==> src/hdl/sha1sh_pkg.sv <==
// ----------------------------------------------------------------------------
// SHA-1 stream hasher package
// Shared constants, control structs and round functions.
// ----------------------------------------------------------------------------
package sha1sh_pkg;

  localparam int unsigned FILL_W     = 6;
  localparam int unsigned ROUND_W    = 7;
  localparam int unsigned IDX_W      = 3;
  localparam int unsigned NUM_WORDS  = 5;
  localparam int unsigned BCOUNT_W   = 61;
  localparam int unsigned WIN_W      = 512;

  localparam logic OP_ABSORB = 1'b0;
  localparam logic OP_FINISH = 1'b1;

  localparam logic [7:0]         PAD_BYTE   = 8'h80;
  localparam logic [FILL_W-1:0]  LEN_POS    = 6'd56;
  localparam logic [FILL_W-1:0]  FILL_LAST  = 6'd63;
  localparam logic [ROUND_W-1:0] ROUND_LAST = 7'd79;
  localparam logic [IDX_W-1:0]   IDX_LAST   = 3'd4;

  localparam logic [31:0] K0 = 32'h5A827999;
  localparam logic [31:0] K1 = 32'h6ED9EBA1;
  localparam logic [31:0] K2 = 32'h8F1BBCDC;
  localparam logic [31:0] K3 = 32'hCA62C1D6;

  localparam logic [31:0] IV0 = 32'h67452301;
  localparam logic [31:0] IV1 = 32'hEFCDAB89;
  localparam logic [31:0] IV2 = 32'h98BADCFE;
  localparam logic [31:0] IV3 = 32'h10325476;
  localparam logic [31:0] IV4 = 32'hC3D2E1F0;

  localparam logic [ROUND_W-1:0] RND_20 = 7'd20;
  localparam logic [ROUND_W-1:0] RND_40 = 7'd40;
  localparam logic [ROUND_W-1:0] RND_60 = 7'd60;

  typedef struct packed {
    logic       shift_byte;
    logic [7:0] byte_in;
    logic       shift_word;
  } sched_ctrl_t;

  typedef struct packed {
    logic               load;
    logic               round;
    logic               fold;
    logic               reload;
    logic [ROUND_W-1:0] rnd;
    logic [IDX_W-1:0]   idx;
  } core_ctrl_t;

  function automatic logic [31:0] sha1_k(input logic [ROUND_W-1:0] rnd);
    logic [31:0] k;
    if (rnd < RND_20) begin
      k = K0;
    end else if (rnd < RND_40) begin
      k = K1;
    end else if (rnd < RND_60) begin
      k = K2;
    end else begin
      k = K3;
    end
    return k;
  endfunction

  function automatic logic [31:0] sha1_f(input logic [ROUND_W-1:0] rnd,
                                         input logic [31:0] b,
                                         input logic [31:0] c,
                                         input logic [31:0] d);
    logic [31:0] f;
    if (rnd < RND_20) begin
      f = (b & c) | (~b & d);
    end else if (rnd < RND_40) begin
      f = b ^ c ^ d;
    end else if (rnd < RND_60) begin
      f = (b & c) | (b & d) | (c & d);
    end else begin
      f = b ^ c ^ d;
    end
    return f;
  endfunction

endpackage

==> src/hdl/sha1sh_sched.sv <==
// ----------------------------------------------------------------------------
// SHA-1 stream hasher message window
// 64-byte shift line that collects the block and expands the schedule.
// ----------------------------------------------------------------------------
module sha1sh_sched (
  input  logic                  clk_i,
  input  sha1sh_pkg::sched_ctrl_t ctrl_i,
  output logic [31:0]           w_o
);

  logic [sha1sh_pkg::WIN_W-1:0] win_q, win_d;
  logic [31:0]                  mix;
  logic [31:0]                  w_new;

  assign mix   = win_q[95:64] ^ win_q[255:224] ^ win_q[447:416] ^ win_q[511:480];
  assign w_new = {mix[30:0], mix[31]};
  assign w_o   = win_q[511:480];

  always_comb begin
    win_d = win_q;
    if (ctrl_i.shift_byte) begin
      win_d = {win_q[503:0], ctrl_i.byte_in};
    end else if (ctrl_i.shift_word) begin
      win_d = {win_q[479:0], w_new};
    end
  end

  always_ff @(posedge clk_i) begin
    win_q <= win_d;
  end

endmodule

==> src/hdl/sha1sh_core.sv <==
// ----------------------------------------------------------------------------
// SHA-1 stream hasher round core
// Shared round datapath, working variables and chaining words.
// ----------------------------------------------------------------------------
module sha1sh_core (
  input  logic                   clk_i,
  input  logic                   rst_ni,
  input  sha1sh_pkg::core_ctrl_t ctrl_i,
  input  logic [31:0]            w_i,
  output logic [31:0]            word_o
);

  logic [31:0] a_q, b_q, c_q, d_q, e_q;
  logic [31:0] h0_q, h1_q, h2_q, h3_q, h4_q;
  logic [31:0] t;

  assign t = {a_q[26:0], a_q[31:27]}
           + sha1sh_pkg::sha1_f(ctrl_i.rnd, b_q, c_q, d_q)
           + e_q + sha1sh_pkg::sha1_k(ctrl_i.rnd) + w_i;

  always_comb begin
    unique case (ctrl_i.idx)
      3'd0:    word_o = h0_q;
      3'd1:    word_o = h1_q;
      3'd2:    word_o = h2_q;
      3'd3:    word_o = h3_q;
      3'd4:    word_o = h4_q;
      default: word_o = '0;
    endcase
  end

  always_ff @(posedge clk_i) begin
    if (ctrl_i.load) begin
      a_q <= h0_q;
      b_q <= h1_q;
      c_q <= h2_q;
      d_q <= h3_q;
      e_q <= h4_q;
    end else if (ctrl_i.round) begin
      a_q <= t;
      b_q <= a_q;
      c_q <= {b_q[1:0], b_q[31:2]};
      d_q <= c_q;
      e_q <= d_q;
    end
  end

  always_ff @(posedge clk_i or negedge rst_ni) begin
    if (!rst_ni) begin
      h0_q <= sha1sh_pkg::IV0;
      h1_q <= sha1sh_pkg::IV1;
      h2_q <= sha1sh_pkg::IV2;
      h3_q <= sha1sh_pkg::IV3;
      h4_q <= sha1sh_pkg::IV4;
    end else if (ctrl_i.fold) begin
      h0_q <= h0_q + a_q;
      h1_q <= h1_q + b_q;
      h2_q <= h2_q + c_q;
      h3_q <= h3_q + d_q;
      h4_q <= h4_q + e_q;
    end else if (ctrl_i.reload) begin
      h0_q <= sha1sh_pkg::IV0;
      h1_q <= sha1sh_pkg::IV1;
      h2_q <= sha1sh_pkg::IV2;
      h3_q <= sha1sh_pkg::IV3;
      h4_q <= sha1sh_pkg::IV4;
    end
  end

endmodule

==> src/hdl/sha1_stream_hasher_top.sv <==
// ----------------------------------------------------------------------------
// SHA-1 stream hasher top level
// Byte-serial SHA-1 engine: absorbs bytes, pads on finish, emits the digest.
// ----------------------------------------------------------------------------
//  channel | direction | handshake                 | payload
//  in      | input     | in_valid_i / in_stall_o   | operation_i, data_byte_i
//  out     | output    | out_valid_o / out_stall_i | digest_word_o, word_index_o,
//          |           |                           | last_word_o
//
//  An absorb request shifts one byte into the window; the 64th byte of a block
//  then starts 80 rounds on the single round unit and a fold into the chain.
//  A finish request pads the block out to 64 bytes and hashes it as above, with
//  one extra padded block when the length does not fit, then hands out the digest.
//  Reset loads the initial chaining words and clears the byte and bit counts.
//  A stalled output holds its word; after the last word, the next request is taken meanwhile.
module sha1_stream_hasher_top (
  input  logic        clk_i,
  input  logic        rst_ni,
  input  logic        in_valid_i,
  output logic        in_stall_o,
  input  logic        operation_i,
  input  logic [7:0]  data_byte_i,
  output logic        out_valid_o,
  input  logic        out_stall_i,
  output logic [31:0] digest_word_o,
  output logic [2:0]  word_index_o,
  output logic        last_word_o
);

  typedef enum logic [4:0] {
    ST_IDLE  = 5'b00001,
    ST_PAD   = 5'b00010,
    ST_ROUND = 5'b00100,
    ST_FOLD  = 5'b01000,
    ST_EMIT  = 5'b10000
  } state_e;

  state_e state_q, state_d;

  logic [sha1sh_pkg::FILL_W-1:0]   fill_q, fill_d;
  logic [sha1sh_pkg::BCOUNT_W-1:0] bcount_q, bcount_d;
  logic [sha1sh_pkg::ROUND_W-1:0]  rnd_q, rnd_d;
  logic [sha1sh_pkg::IDX_W-1:0]    emit_q, emit_d;
  logic first_q, first_d;
  logic extra_q, extra_d;
  logic final_q, final_d;
  logic finish_q, finish_d;

  logic        out_valid_q, out_valid_d;
  logic [31:0] out_word_q, out_word_d;
  logic [2:0]  out_idx_q, out_idx_d;
  logic        out_last_q, out_last_d;

  logic                   in_acc;
  logic                   eff_extra;
  logic [63:0]            bit_len;
  logic [7:0]             len_byte;
  logic [7:0]             pad_byte;
  logic [31:0]            w;
  logic [31:0]            chain_word;
  sha1sh_pkg::sched_ctrl_t sched_ctrl;
  sha1sh_pkg::core_ctrl_t  core_ctrl;

  assign in_stall_o = (state_q != ST_IDLE);
  assign in_acc     = in_valid_i && (state_q == ST_IDLE);
  assign bit_len    = {bcount_q, 3'b000};
  assign eff_extra  = first_q ? (fill_q >= sha1sh_pkg::LEN_POS) : extra_q;

  always_comb begin
    case (fill_q[2:0])
      3'd0:    len_byte = bit_len[63:56];
      3'd1:    len_byte = bit_len[55:48];
      3'd2:    len_byte = bit_len[47:40];
      3'd3:    len_byte = bit_len[39:32];
      3'd4:    len_byte = bit_len[31:24];
      3'd5:    len_byte = bit_len[23:16];
      3'd6:    len_byte = bit_len[15:8];
      default: len_byte = bit_len[7:0];
    endcase
  end

  always_comb begin
    if (first_q) begin
      pad_byte = sha1sh_pkg::PAD_BYTE;
    end else if ((fill_q >= sha1sh_pkg::LEN_POS) && !extra_q) begin
      pad_byte = len_byte;
    end else begin
      pad_byte = 8'h00;
    end
  end

  always_comb begin
    state_d     = state_q;
    fill_d      = fill_q;
    bcount_d    = bcount_q;
    rnd_d       = rnd_q;
    emit_d      = emit_q;
    first_d     = first_q;
    extra_d     = extra_q;
    final_d     = final_q;
    finish_d    = finish_q;
    out_valid_d = out_valid_q && out_stall_i;
    out_word_d  = out_word_q;
    out_idx_d   = out_idx_q;
    out_last_d  = out_last_q;

    sched_ctrl         = '0;
    core_ctrl          = '0;
    core_ctrl.rnd      = rnd_q;
    core_ctrl.idx      = emit_q;

    unique case (state_q)
      ST_IDLE: begin
        if (in_acc) begin
          if (operation_i == sha1sh_pkg::OP_ABSORB) begin
            sched_ctrl.shift_byte = 1'b1;
            sched_ctrl.byte_in    = data_byte_i;
            fill_d   = fill_q + 6'd1;
            bcount_d = bcount_q + 61'd1;
            finish_d = 1'b0;
            if (fill_q == sha1sh_pkg::FILL_LAST) begin
              core_ctrl.load = 1'b1;
              rnd_d   = '0;
              state_d = ST_ROUND;
            end
          end else begin
            first_d  = 1'b1;
            extra_d  = 1'b0;
            final_d  = 1'b0;
            finish_d = 1'b1;
            state_d  = ST_PAD;
          end
        end
      end
      ST_PAD: begin
        sched_ctrl.shift_byte = 1'b1;
        sched_ctrl.byte_in    = pad_byte;
        fill_d  = fill_q + 6'd1;
        first_d = 1'b0;
        extra_d = eff_extra;
        if (fill_q == sha1sh_pkg::FILL_LAST) begin
          final_d        = !eff_extra;
          extra_d        = 1'b0;
          core_ctrl.load = 1'b1;
          rnd_d          = '0;
          state_d        = ST_ROUND;
        end
      end
      ST_ROUND: begin
        core_ctrl.round       = 1'b1;
        sched_ctrl.shift_word = 1'b1;
        rnd_d = rnd_q + 7'd1;
        if (rnd_q == sha1sh_pkg::ROUND_LAST) begin
          state_d = ST_FOLD;
        end
      end
      ST_FOLD: begin
        core_ctrl.fold = 1'b1;
        if (finish_q && final_q) begin
          emit_d  = '0;
          state_d = ST_EMIT;
        end else if (finish_q) begin
          state_d = ST_PAD;
        end else begin
          state_d = ST_IDLE;
        end
      end
      ST_EMIT: begin
        if (!out_valid_q || !out_stall_i) begin
          out_valid_d = 1'b1;
          out_word_d  = chain_word;
          out_idx_d   = emit_q;
          out_last_d  = (emit_q == sha1sh_pkg::IDX_LAST);
          if (emit_q == sha1sh_pkg::IDX_LAST) begin
            core_ctrl.reload = 1'b1;
            bcount_d = '0;
            fill_d   = '0;
            finish_d = 1'b0;
            final_d  = 1'b0;
            state_d  = ST_IDLE;
          end else begin
            emit_d = emit_q + 3'd1;
          end
        end
      end
      default: begin
        state_d = ST_IDLE;
      end
    endcase
  end

  always_ff @(posedge clk_i or negedge rst_ni) begin
    if (!rst_ni) begin
      state_q     <= ST_IDLE;
      fill_q      <= '0;
      bcount_q    <= '0;
      rnd_q       <= '0;
      emit_q      <= '0;
      first_q     <= 1'b0;
      extra_q     <= 1'b0;
      final_q     <= 1'b0;
      finish_q    <= 1'b0;
      out_valid_q <= 1'b0;
    end else begin
      state_q     <= state_d;
      fill_q      <= fill_d;
      bcount_q    <= bcount_d;
      rnd_q       <= rnd_d;
      emit_q      <= emit_d;
      first_q     <= first_d;
      extra_q     <= extra_d;
      final_q     <= final_d;
      finish_q    <= finish_d;
      out_valid_q <= out_valid_d;
    end
  end

  always_ff @(posedge clk_i) begin
    out_word_q <= out_word_d;
    out_idx_q  <= out_idx_d;
    out_last_q <= out_last_d;
  end

  sha1sh_sched u_sched (
    .clk_i  (clk_i),
    .ctrl_i (sched_ctrl),
    .w_o    (w)
  );

  sha1sh_core u_core (
    .clk_i  (clk_i),
    .rst_ni (rst_ni),
    .ctrl_i (core_ctrl),
    .w_i    (w),
    .word_o (chain_word)
  );

  assign out_valid_o   = out_valid_q;
  assign digest_word_o = out_word_q;
  assign word_index_o  = out_idx_q;
  assign last_word_o   = out_last_q;

endmodule

==> config.mk <==
export PLATFORM = sky130hd
export DESIGN_NAME = sha1_stream_hasher_top
export DESIGN_NICKNAME = d
export VERILOG_FILES = /design/src/hdl/sha1sh_pkg.sv /design/src/hdl/sha1sh_sched.sv /design/src/hdl/sha1sh_core.sv /design/src/hdl/sha1_stream_hasher_top.sv
export SDC_FILE = /design/constraint.sdc
export NUM_CORES = 2
export LEC_CHECK = 0
export BUFFER_PORTS_ARGS = -buffer_cell sky130_fd_sc_hd__buf_2
export CAP_MARGIN = 10
export CELL_PAD_IN_SITES_DETAIL_PLACEMENT = 1
export CELL_PAD_IN_SITES_GLOBAL_PLACEMENT = 2
export CORE_MARGIN = 3
export CORE_UTILIZATION = 41
export DETAILED_ROUTE_END_ITERATION = 8
export GPL_TIMING_DRIVEN = 0
export PLACE_DENSITY = 0.81
export SLEW_MARGIN = 10
export SYNTH_ARGS = -nofsm -noshare
export SYNTH_HDL_FRONTEND = slang
export SYNTH_HIERARCHICAL = 1
export SYNTH_SLANG_ARGS = --single-unit
==> constraint.sdc <==
create_clock -name clk_i -period 8.35 [get_ports clk_i]
set_input_delay 2.505 -clock clk_i [delete_from_list [all_inputs] [get_ports clk_i]]
set_output_delay 2.505 -clock clk_i [all_outputs]
set_load 0.1 [all_outputs]
==> summary.txt <==
STA
  • Hold Fails Final Rpt: 0
  • Final Cycle Share: 0.9529
  • Final Slew Violations: 0
  • Post-layout min period: ~8.0 ns
  • RSZ-0062 raised after global routing: false
  • Max frequency: between 100 and 150 MHz
  • Worst-margin pin slew: around 1.4 ns
  • Hold WS: 0.5118 ns
  • Setup violations, final: 0
  • Slew margin rel.: 0.09122
  • Clock skew: 0.06810 ns

Detailed routing
  • Vias per inst: 5.899
  • DR iter-0 viols: 3461
  • # DRC: 0
  • Via count: ~40000
  • Drt total wl: 188400 µm
  • Detailed Routing Iterations Pass 1: 9
  • WL/cell: between 20 and 30 µm
  • DRT antenna net count: 0

Worst setup path
  • Required time worst endpoint: 8.80 ns
  • Register-to-Register Path Depth: 24
  • RR Endpoint: u_core/a_q[29]$_DFFE_PP_
  • End of the critical path: u_core/a_q[29]$_DFFE_PP_
  • Crit path from: rnd_q[3]$_DFFE_PN0P_
  • Crit-path max FO: 11
  • Endpoint class of the critical path: flip-flop
  • FF-to-FF setup slack: a little under 0.4 ns
  • Setup crit start kind: flip-flop
  • WS Path Type: reg2reg
  • Critical R2R Launch: rnd_q[3]$_DFFE_PN0P_
  • Critical path data arrival time: between 8 and 9 ns

Logic synthesis
  • Unique cell type count in the Yosys netlist: ~110
  • Synth Register Bits: about 960
  • Sequential share of the synthesized area: 0.4889
  • EDFF count, synth: just over 700
  • Synthesized netlist cell count: 4652
  • Mapped cell area: around 56000 µm²
  • Syn avg cell area: roughly 12 µm²
  • Synth async-reset ratio: 0.2586
  • Synth top area share: 0.3774
  • Synth area leaders: edfxtp_1, dfrtp_1, mux2_2
  • Post-synth top area cell: edfxtp_1
  • Top_reg_cell synth: edfxtp_1
  • Synthesis Warnings: 6
  • Syn nets: between 4000 and 5000

Layout
  • Largest Register: u_sched/win_q
  • Final std cells w/o fill: about 6700
  • Antenna diode count: 0
  • Area delta synth->final: 11.55%
  • Multi-input logic area: 26450 µm²
  • Nets: approximately 5200
  • Share of layout cells above drive strength 1: 0.1869
  • Sequential cell area: 27540 µm²
  • Largest register FFs: between 500 and 600
  • Largest registers: u_sched/win_q: 512 flops, bcount_q: 61 flops
  • # fillers: roughly 14000

CTS
  • CTS max path bufs: 3
  • Root buf cell: clkbuf_16
  • Clk slew on worst S/H paths: roughly 0.060 ns
  • CTS tree: done
  • Sink Count: around 960
  • H-tree Lvls: 3
  • Clk_lat worst skew: around 0.77 ns
  • Setup bufs post-CTS: 0
  • TritonCTS buffer count: 109

Power
  • Psw: 6.582 mW
  • Combinational power share: 0.337
  • Leak: around 24 nW
  • Pwr Density: just over 300 nW/µm²
  • Total power: between 15 and 20 mW
  • Int Pwr: roughly 13 mW
  • Net switching fraction of the power: 0.3377
  • Worst IR Drop VDD: approximately 280 µV
  • Flop pwr share: 0.412
  • Clk pwr share: 0.250

Die
  • Ports: 51
  • FP Rows: between 100 and 150
  • Full die area: between 100000 and 150000 µm²
  • Starting Density: 0.4143
  • Die Ht: ~380 µm
  • Die X: 376.7 µm
  • Core area: about 140000 µm²

Min path
  • Worst hold path type: reg2reg

Status
  • Outcome: complete, no violations

Placed design
  • Inst Count DP: 6498
  • Dpl hpwl: between 100000 and 150000 µm
  • I/O Buffers: 50
  • Placer Congestion: ~0.93

Global route
  • Antenna violations before repair: 1
  • Largest net degree at the start of global routing: 88
  • First-pass GRT wire length: 276700 µm
  • Vias in the first global route: slightly above 40000
  • Total gr overflow: 0
  • Total GRT Usage: 0.2625

Flow run
  • Max-cap violations: 0
## cell usage after synthesis, types with 18 or more instances
cell,count
a21o_1,96
nor2_1,221
or3_1,24
nand2b_1,29
a21oi_1,287
edfxtp_1,708
nand2_1,324
clkbuf_1,108
or4_1,45
o21ai_1,37
o22ai_1,20
a221oi_1,22
a22o_1,18
ha_1,202
nor4_1,19
o21ai_0,251
nand3_1,79
dfstp_2,81
fa_1,125
xnor2_1,186
mux2_4,120
buf_6,56
dfrtp_1,166
mux2i_1,60
o21bai_1,26
mux2_1,164
nor2b_1,19
and3_1,26
nor3_1,47
mux2_2,319
buf_4,37
o21a_1,24
inv_1,244
nand4_1,38
a221o_1,45
xor2_1,82
o31ai_1,54
## worst max-delay path, cell delays in order (launching register included)
cell	delay, ns
dfrtp_1	0.48
a41oi_2	0.43
nand2_1	0.61
inv_1	0.12
nor2_1	0.17
clkbuf_1	0.45
clkbuf_1	1.05
a221oi_2	0.29
fa_1	0.66
fa_1	0.43
inv_1	0.07
ha_1	0.19
inv_1	0.08
fa_1	0.46
nor2b_1	0.14
o21a_1	0.15
o21ai_1	0.14
a211o_1	0.33
o211a_1	0.16
a21boi_1	0.30
and4_4	0.31
nor4_4	0.06
o21bai_1	0.19
mux2i_1	0.22
o211ai_1	0.13
## through the flow
stage,utilization,TNS [ns],setup WS (ns),instance area (µm²)
after floorplan,-,0,0.4500,56340
after CTS,0.4620,0,0.1089,62830
after global placement,0.4325,-1219.16,-1.819,58820
after global routing,0.4621,0,0.08430,62840
after detailed placement,0.4356,0,0.1611,59230
final,0.4621,0,0.3932,62840
## worst min-delay path by stage
stage                                start                          end  slack [ns]  cells after the start
6_report       u_core/h1_q[31]$_DFFE_PN1P_  u_core/h1_q[31]$_DFFE_PN1P_        0.51                      2
5_1_grt        u_core/h1_q[18]$_DFFE_PN1P_  u_core/h1_q[18]$_DFFE_PN1P_        0.54                      2
4_1_cts        u_core/h1_q[31]$_DFFE_PN1P_  u_core/h1_q[31]$_DFFE_PN1P_        0.51                      2
3_5_place_dp   u_core/h1_q[31]$_DFFE_PN1P_  u_core/h1_q[31]$_DFFE_PN1P_        0.50                      2
3_3_place_gp   u_core/h1_q[31]$_DFFE_PN1P_  u_core/h1_q[31]$_DFFE_PN1P_        0.49                      2
2_1_floorplan          final_q$_DFFE_PN0P_        emit_q[2]$_DFFE_PN0P_        0.47                      1
## final cells by class
| type | count | share of cell area |
|---|---|---|
| buffer | 231 | 0.02316 |
| clock buffer | 139 | 0.04568 |
| clock inverter | 67 | 0.01153 |
| inverter | 247 | 0.01475 |
| multi-input combinational | 3219 | 0.4209 |
| sequential | 955 | 0.4383 |
| tap | 1781 | 0.03546 |
| timing repair buffer | 65 | 0.01023 |
## layer usage
layer | vias to the layer above | routed length, µm | track usage
met5 | - | 0 | 0
met4 | 0 | 8734 | 0.1068
met3 | 316 | 9234 | 0.02988
met2 | 1132 | 91140 | 0.4450
met1 | 20550 | 79290 | 0.3425
li1 | 17550 | - | -
## logic make-up (layout without fill, tap and decap cells)
family / Yosys count / count (layout) / synth area share
AND/OR/NAND/NOR: 933 / 933 / 0.08027
buffers and inverters: 478 / 749 / 0.04216
XOR/XNOR: 268 / 268 / 0.04167
adder cells (fa/ha/maj): 327 / 327 / 0.08929
flip-flops: 955 / 955 / 0.4889
AO/OA/AOI/OAI: 1027 / 1027 / 0.1181
multiplexers: 664 / 664 / 0.1396
## placed cells by master (no fill, tap or decap), types with 67 or more instances in the layout
cell,count
nor2_1,220
inv_1,244
dfrtp_1,166
mux2_2,319
ha_1,202
clkbuf_16,109
buf_2,67
mux2_1,164
clkbuf_1,131
xor2_1,82
nand3_1,79
xnor2_1,186
a21oi_1,287
fa_1,125
mux2_4,120
dfstp_2,81
a21o_1,96
nand2_1,324
edfxtp_1,708
o21ai_0,251
## power groups by stage
| stage | Clock, mW | Sequential (mW) | Combinational, mW |
|---|---|---|---|
| final | 4.88 | 8.04 | 6.58 |
| after global routing | 5.16 | 8.13 | 7.18 |
| after CTS | 4.98 | 8.03 | 6.59 |
| after detailed placement | 0 | 8.08 | 6.52 |
| after global placement | 0 | 8.21 | 6.19 |
| after floorplan | 0 | 7.61 | 4.97 |
## timing repair
item	in CTS	in global routing
hold buffers	0	0
resized for setup	0	1
endpoints found under the setup margin	0	3
(Power assumes the default switching activity.)
